### src/rdq_pkg.sv
// Package for the reversible deque: operation codes, sizes and the
// request, response and status struct types. No dependencies.
`default_nettype none

package rdq_pkg;

   // Operation codes carried in the kind field
   localparam logic [1:0] KIND_PUT_HEAD = 2'd0;
   localparam logic [1:0] KIND_PUT_TAIL = 2'd1;
   localparam logic [1:0] KIND_REMOVE   = 2'd2;
   localparam logic [1:0] KIND_REVERSE  = 2'd3;

   // Default number of ring slots
   localparam int DEPTH_DEFAULT = 16;

   // Field widths of the request and response
   localparam int KIND_W  = 2;
   localparam int VALUE_W = 32;
   localparam int COUNT_W = 5;

   typedef struct packed {
      logic [KIND_W-1:0]         kind;
      logic signed [VALUE_W-1:0] value;
   } rdq_req_type;

   typedef struct packed {
      logic                      accepted;
      logic signed [VALUE_W-1:0] removed_value;
      logic [COUNT_W-1:0]        count;
   } rdq_rsp_type;

   // Outcome of one operation, handed from the control to the response stage
   typedef struct packed {
      logic accepted;   // operation succeeded
      logic took_entry; // successful remove: read data becomes the result
   } rdq_status_type;

endpackage

`default_nettype wire

### src/rdq_ram.sv
// Generic simple dual-port RAM: one write port, one read port, registered read.
// No dependencies.
`default_nettype none

module rdq_ram #(
   parameter int WIDTH = 32,
   parameter int DEPTH = 16,
   localparam int ADDR_W = $clog2(DEPTH)
) (
   input  wire logic              clock,
   input  wire logic              wr_en,
   input  wire logic [ADDR_W-1:0] wr_addr,
   input  wire logic [WIDTH-1:0]  wr_data,
   input  wire logic              rd_en,
   input  wire logic [ADDR_W-1:0] rd_addr,
   output logic      [WIDTH-1:0]  rd_data
);

   logic [WIDTH-1:0] mem_ff [DEPTH];
   logic [WIDTH-1:0] rd_data_ff;

   // Write port
   always_ff @(posedge clock) begin
      if (wr_en) begin
         mem_ff[wr_addr] <= wr_data;
      end
   end

   // Registered read port
   always_ff @(posedge clock) begin
      if (rd_en) begin
         rd_data_ff <= mem_ff[rd_addr];
      end
   end

   assign rd_data = rd_data_ff;

endmodule

`default_nettype wire

### src/rdq_ctrl.sv
// Ring pointer control of the reversible deque: front slot, entry count,
// orientation flag and the slot address for the store. Uses rdq_pkg.
`default_nettype none

module rdq_ctrl
   import rdq_pkg::*;
#(
   parameter int DEPTH = DEPTH_DEFAULT,
   localparam int IDX_W = $clog2(DEPTH),
   localparam int CNT_W = $clog2(DEPTH + 1)
) (
   input  wire logic              clock,
   input  wire logic              reset,
   input  wire logic              take,
   input  wire rdq_req_type       req_item,
   output logic                   ram_wr_en,
   output logic                   ram_rd_en,
   output logic [IDX_W-1:0]       ram_addr,
   output rdq_status_type         status,
   output logic [CNT_W-1:0]       count
);

   localparam logic [IDX_W-1:0] LAST_SLOT = IDX_W'(DEPTH - 1);
   localparam logic [CNT_W-1:0] FULL_CNT  = CNT_W'(DEPTH);
   localparam logic [CNT_W:0]   WRAP_SUM  = (CNT_W + 1)'(DEPTH);

   logic [IDX_W-1:0] front_ff, front_in;
   logic [CNT_W-1:0] count_ff, count_in;
   logic             rev_ff, rev_in;

   logic             full;
   logic             empty;
   logic [IDX_W-1:0] front_dec;
   logic [IDX_W-1:0] front_inc;
   logic [CNT_W-1:0] tail_off;
   logic [CNT_W:0]   tail_sum;
   logic [IDX_W-1:0] tail_slot;
   logic             at_front;

   assign full  = (count_ff == FULL_CNT);
   assign empty = (count_ff == '0);

   // Neighbor slots of the front, wrapping around the ring
   assign front_dec = (front_ff == '0) ? LAST_SLOT : front_ff - 1'b1;
   assign front_inc = (front_ff == LAST_SLOT) ? '0 : front_ff + 1'b1;

   // Slot past the back (insert) or last occupied slot (reversed remove)
   assign tail_off  = (req_item.kind == KIND_REMOVE) ? count_ff - 1'b1 : count_ff;
   assign tail_sum  = (CNT_W + 1)'(front_ff) + (CNT_W + 1)'(tail_off);
   assign tail_slot = (tail_sum >= WRAP_SUM) ? IDX_W'(tail_sum - WRAP_SUM)
                                             : IDX_W'(tail_sum);

   // Insert lands at the ring front when head and orientation agree
   assign at_front = (req_item.kind == KIND_PUT_HEAD) == !rev_ff;

   // Next state and store access for one operation
   always_comb begin
      front_in        = front_ff;
      count_in        = count_ff;
      rev_in          = rev_ff;
      ram_wr_en       = 1'b0;
      ram_rd_en       = 1'b0;
      ram_addr        = tail_slot;
      status.accepted   = 1'b0;
      status.took_entry = 1'b0;
      case (req_item.kind)
         KIND_PUT_HEAD, KIND_PUT_TAIL: begin
            if (!full) begin
               ram_wr_en       = take;
               count_in        = count_ff + 1'b1;
               status.accepted = 1'b1;
               if (at_front) begin
                  front_in = front_dec;
                  ram_addr = front_dec;
               end
            end
         end
         KIND_REMOVE: begin
            if (!empty) begin
               ram_rd_en         = take;
               count_in          = count_ff - 1'b1;
               status.accepted   = 1'b1;
               status.took_entry = 1'b1;
               if (!rev_ff) begin
                  ram_addr = front_ff;
                  front_in = front_inc;
               end
            end
         end
         default: begin
            rev_in          = !rev_ff;
            status.accepted = 1'b1;
         end
      endcase
   end

   // State registers
   always_ff @(posedge clock) begin
      if (reset) begin
         front_ff <= '0;
         count_ff <= '0;
         rev_ff   <= 1'b0;
      end else if (take) begin
         front_ff <= front_in;
         count_ff <= count_in;
         rev_ff   <= rev_in;
      end
   end

   assign count = count_ff;

endmodule

`default_nettype wire

### src/reversible_deque_queue_unit.sv
// Reversible bounded deque of signed 32-bit values, top level.
// Result strobe in the cycle after the start transfer; one operation per cycle outside reset.
// The latency is the registered read port of the slot store (rdq_ram).
// Reset (synchronous): empty queue, normal orientation; busy is high while reset is.
// The receiver cannot stall: every result is strobed for exactly one cycle.
// Uses rdq_pkg, rdq_ctrl and rdq_ram.
`default_nettype none

module reversible_deque_queue_unit
   import rdq_pkg::*;
#(
   parameter int DEPTH = DEPTH_DEFAULT
) (
   input  wire logic        clock,
   input  wire logic        reset,
   input  wire logic        start,
   output logic             busy,
   input  wire rdq_req_type req_item,
   output logic             rsp_strobe,
   output rdq_rsp_type      rsp_item
);

   localparam int IDX_W = $clog2(DEPTH);
   localparam int CNT_W = $clog2(DEPTH + 1);

   logic                 take;
   logic                 ram_wr_en;
   logic                 ram_rd_en;
   logic [IDX_W-1:0]     ram_addr;
   logic [VALUE_W-1:0]   ram_rd_data;
   rdq_status_type       status;
   logic [CNT_W-1:0]     count;

   logic                 strobe_ff;
   logic                 accepted_ff;
   logic                 took_entry_ff;

   // No transfer is taken while reset is applied
   assign busy = reset;
   assign take = start && !busy;

   rdq_ctrl #(
      .DEPTH(DEPTH)
   ) u_ctrl (
      .clock     (clock),
      .reset     (reset),
      .take      (take),
      .req_item  (req_item),
      .ram_wr_en (ram_wr_en),
      .ram_rd_en (ram_rd_en),
      .ram_addr  (ram_addr),
      .status    (status),
      .count     (count)
   );

   rdq_ram #(
      .WIDTH(VALUE_W),
      .DEPTH(DEPTH)
   ) u_store (
      .clock   (clock),
      .wr_en   (ram_wr_en),
      .wr_addr (ram_addr),
      .wr_data (req_item.value),
      .rd_en   (ram_rd_en),
      .rd_addr (ram_addr),
      .rd_data (ram_rd_data)
   );

   // Result strobe
   always_ff @(posedge clock) begin
      if (reset) begin
         strobe_ff <= 1'b0;
      end else begin
         strobe_ff <= take;
      end
   end

   // Result status, lined up with the registered store read
   always_ff @(posedge clock) begin
      if (take) begin
         accepted_ff   <= status.accepted;
         took_entry_ff <= status.took_entry;
      end
   end

   // Count register already holds the post-operation value during the strobe
   assign rsp_strobe             = strobe_ff;
   assign rsp_item.accepted      = accepted_ff;
   assign rsp_item.removed_value = took_entry_ff ? ram_rd_data : '0;
   assign rsp_item.count         = COUNT_W'(count);

   // Every transfer gives exactly one strobe in the next cycle
   a_strobe_follows: assert property (@(posedge clock) disable iff (reset)
      take |=> rsp_strobe)
      else $error("result strobe missing after a transfer");

   a_no_spurious: assert property (@(posedge clock) disable iff (reset)
      !take |=> !rsp_strobe)
      else $error("result strobe without a transfer");

   // Count never exceeds the ring size
   a_count_bound: assert property (@(posedge clock) disable iff (reset)
      count <= CNT_W'(DEPTH))
      else $error("entry count above ring size");

   // A failed operation returns no value
   a_fail_zero: assert property (@(posedge clock) disable iff (reset)
      rsp_strobe && !rsp_item.accepted |-> rsp_item.removed_value == '0)
      else $error("failed operation carries a removed value");

endmodule

`default_nettype wire

### config.mk
export PLATFORM = sky130hd
export DESIGN_NAME = reversible_deque_queue_unit
export DESIGN_NICKNAME = d
export VERILOG_FILES = /design/src/rdq_pkg.sv /design/src/rdq_ram.sv /design/src/rdq_ctrl.sv /design/src/reversible_deque_queue_unit.sv
export SDC_FILE = /design/constraint.sdc
export NUM_CORES = 1
export LEC_CHECK = 0
export BUFFER_PORTS_ARGS = -buffer_cell sky130_fd_sc_hd__buf_2
export CORE_ASPECT_RATIO = 0.6
export CORE_UTILIZATION = 45
export CTS_BUF_LIST = sky130_fd_sc_hd__clkbuf_8
export CTS_CLUSTER_SIZE = 25
export DETAILED_ROUTE_END_ITERATION = 16
export PLACE_DENSITY = 0.7
export SLEW_MARGIN = 30
export SYNTH_ARGS = -nofsm -noshare
export SYNTH_HDL_FRONTEND = slang
export SYNTH_SLANG_ARGS = --single-unit
### constraint.sdc
create_clock -name clock -period 15.5 [get_ports clock]
set_clock_uncertainty 0.05 [all_clocks]
set_input_delay 1.55 -clock clock [delete_from_list [all_inputs] [get_ports clock]]
set_output_delay 1.55 -clock clock [all_outputs]
set_load 0.01 [all_outputs]
==> results.toml <==
[status]
status = "completed"

[clocking]
post_cts_buffers = 0
cts.path.max_buffers = 3
cts_resized = 0
clock-sinks = 557
cts.clk_slew.worst_paths_ps = 80
htreeDepth = 3
clkLatencyLatePin_ps = 670
cts-buffers-inserted = 81
cts_hold_buf = 0
cts_tree = "done"
cts-root-buf = "clkbuf_8"

[die]
fp-row-count = 63
die_area_sq_um = 52300
pin_count = 77
die_h_um = 177.6
core_area_sq_um = 50050
initial_utilization_pct = 46.18
die_x_um = 294.6

[grt]
antenna_found_initial = 2
grt_first_pass_wirelength_mm = 77.88
track_usage_pct = 20.14
grt_pass1_vias = 12810
overflow = 0
grt_max_degree = 140

[power]
p_per_area_nw_per_um2 = 131.6
sw_frac_of_total_pct = 27.30
clkPwrFrac_pct = 33.5
net-switching-power_w = 0.0009248
peakVddDrop_v = 0.00009729
power.leakage_nw = 9.160
p_total_w = 0.003388
power_frac_comb_pct = 16.5
p_seq_share_pct = 50.0
intPower_w = 0.002463

[timing]
drv_slew = 0
period_minus_slack_ps = 6247
slew_headroom_pct = 35.00
hold_viol = 0
tns_ps = 0
fmax_mhz = 160.1
fin_crit_sh_pct = 40.30
setup_viol = 0
rsz0062_at_grt = "no"
tightest_slew_ps = 969.7

[worst_setup_path]
crit_required_ps = 15730
critPathLaunchType = "input pin"
crit_arrival_ps = 6480
end_kind = "flip-flop"
path_max_fanout = 57
critPathKind = "in -> reg"
reg2reg_slack_ps = 10420

[drt]
dr.pass1.iters = 5
vias_per_cell = 5.442
drt_iter0_markers = 1182
drt-total-wl_mm = 51.97
drc = 0
wl_per_cell_um = 21.92
antenna_left = 0
vias = 12900

[synth]
syn_inst = 1519
syn_area_sq_um = 23110
yosys_warnings = 0
ys_types = 60
yosysSeqAreaShare_pct = 71.89
ys.flop_type = "edfxtp_1"
yosysTopAreaCellShare_pct = 70.94
synth_edf_count = 546
yosysMostFrequentCell = "edfxtp_1"
yosys-top-cells-count = "edfxtp_1, nand2_1, mux2i_1, nand3_1, nand4_1"
synth-seq-cells = 557
syn_nets = 1566
ys_async_sr_fraction_pct = 0
synth_area_leader_cell = "edfxtp_1"
synthTopCellsByArea = "edfxtp_1, mux2i_1, nand2_1, nand3_1, nand3_2"
syn_avg_cell_area_sq_um = 15.22

[job]
drv_cap = 0

[layout]
area_delta_synth_final_pct = 11.38
final_nets = 1675
drive_gt1_share_pct = 17.06

[place]
portBuffers = 76
hpwl_mm = 27.17
place_congestion = 0.8618

[worst_hold_path]
hold_class = "reg -> reg"
metrics by stage:
step	worst slack (ps)	cells	util, %	hold slack [ps]	area [sq um]
6_report	9253	2371	51.43	544.2	25740
5_1_grt	9005	2370	51.43	575.9	25740
4_1_cts	9076	2369	51.35	545.3	25700
3_5_place_dp	8390	2226	48.29	531.1	24170
3_3_place_gp	8431	2226	48.25	514.7	24150
2_1_floorplan	8719	1519	-	508.6	23110
registers in the layout, indices dropped and copies added, names as in the netlist:
register         flops
accepted_ff          1
rsp_strobe           1
took_entry_ff        1
u_ctrl.count         5
u_ctrl.front_ff      4
u_ctrl.rev_ff        1
u_store.mem_ff     512
u_store.rd_data     32
path summary, 6_finish.rpt:
check	depth (start not counted)	end	from
worst max-delay path	15	u_store.mem_ff[11][2]	req_item[32]
worst min-delay path	2	u_ctrl.count[1]	u_ctrl.count[1]
worst max register to register	12	u_store.mem_ff[11][2]	u_ctrl.count[0]
worst min register to register	2	u_ctrl.count[1]	u_ctrl.count[1]
power groups by stage:
stage | Sequential (W) | Combinational, W | Clock, W
after floorplan | 0.00172 | 0.000425 | 0
after global placement | 0.00172 | 0.000548 | 0
after detailed placement | 0.00173 | 0.000556 | 0
after CTS | 0.00169 | 0.000558 | 0.00116
after global routing | 0.00169 | 0.000603 | 0.00122
final | 0.00169 | 0.000558 | 0.00114
routing by layer:
layer / track usage (%) / up-vias / part of all wire, %
li1: - / 5910 / -
met1: 28.96 / 6519 / 47
met2: 30.91 / 388 / 45
met3: 4.471 / 85 / 6.1
met4: 5.447 / 2 / 1.9
met5: 0 / - / 0.027
layout by cell type, fill, tap and decap left out, types with 2 or more instances in the layout:
cell type  count
o21ai_2        2
nand3_1      103
clkinv_2      10
mux2i_1      258
clkbuf_8      87
a2111oi_0      2
nand4_1       35
or4b_1         2
nand2b_1       2
ha_1           9
and2_1        32
edfxtp_1     546
a211o_1        2
buf_2         76
a21oi_4        2
nor3_1         2
xnor2_1        8
nor3_2        13
a211oi_1       3
dfxtp_1       11
buf_6          4
a211oi_2       2
nor3_4         5
o221ai_2       2
inv_1         40
nand3_2       31
bufinv_16      4
nand2_1      272
o21ai_0        8
nor2_1        18
a21oi_1       13
buf_4         33
nor2b_1        3
or3_1          4
clkinv_1      14
critical path, cell delays in order:
cell and delay [ps]:
buf_2 180, nand2b_2 350, clkinv_1 330, ha_1 370, inv_1 70, ha_1 170, inv_1 60, fa_1 510
nand2_1 90, mux2i_1 100, a311oi_4 280, buf_6 560, nand3_2 420, nor3_2 830, buf_4 540
cell families (layout without fill, tap and decap cells):
logic type | count (synthesis) | count (layout) | synth area share [%]
xor gates and xnor gates | 9 | 9 | 0.3411
other | 0 | 1 | 0
muxes | 258 | 258 | 11.17
and+or+nand+nor | 536 | 536 | 11.63
adders and majority gates | 10 | 10 | 0.5738
AOI/OAI and AO/OA | 46 | 46 | 1.565
buffers and inverters | 103 | 272 | 2.831
DFF | 557 | 557 | 71.89
area by class of cell:
cell class,instances,area (sq um)
fill,4072,24310
multi-input combinational,859,5971
tap,682,853.3
sequential,557,16620
timing repair buffer,115,720.7
inverter,14,52.55
antenna,1,2.502
clock buffer,87,1197
clock inverter,56,331.6
Note: power is estimated with default switching activity, not from simulation.
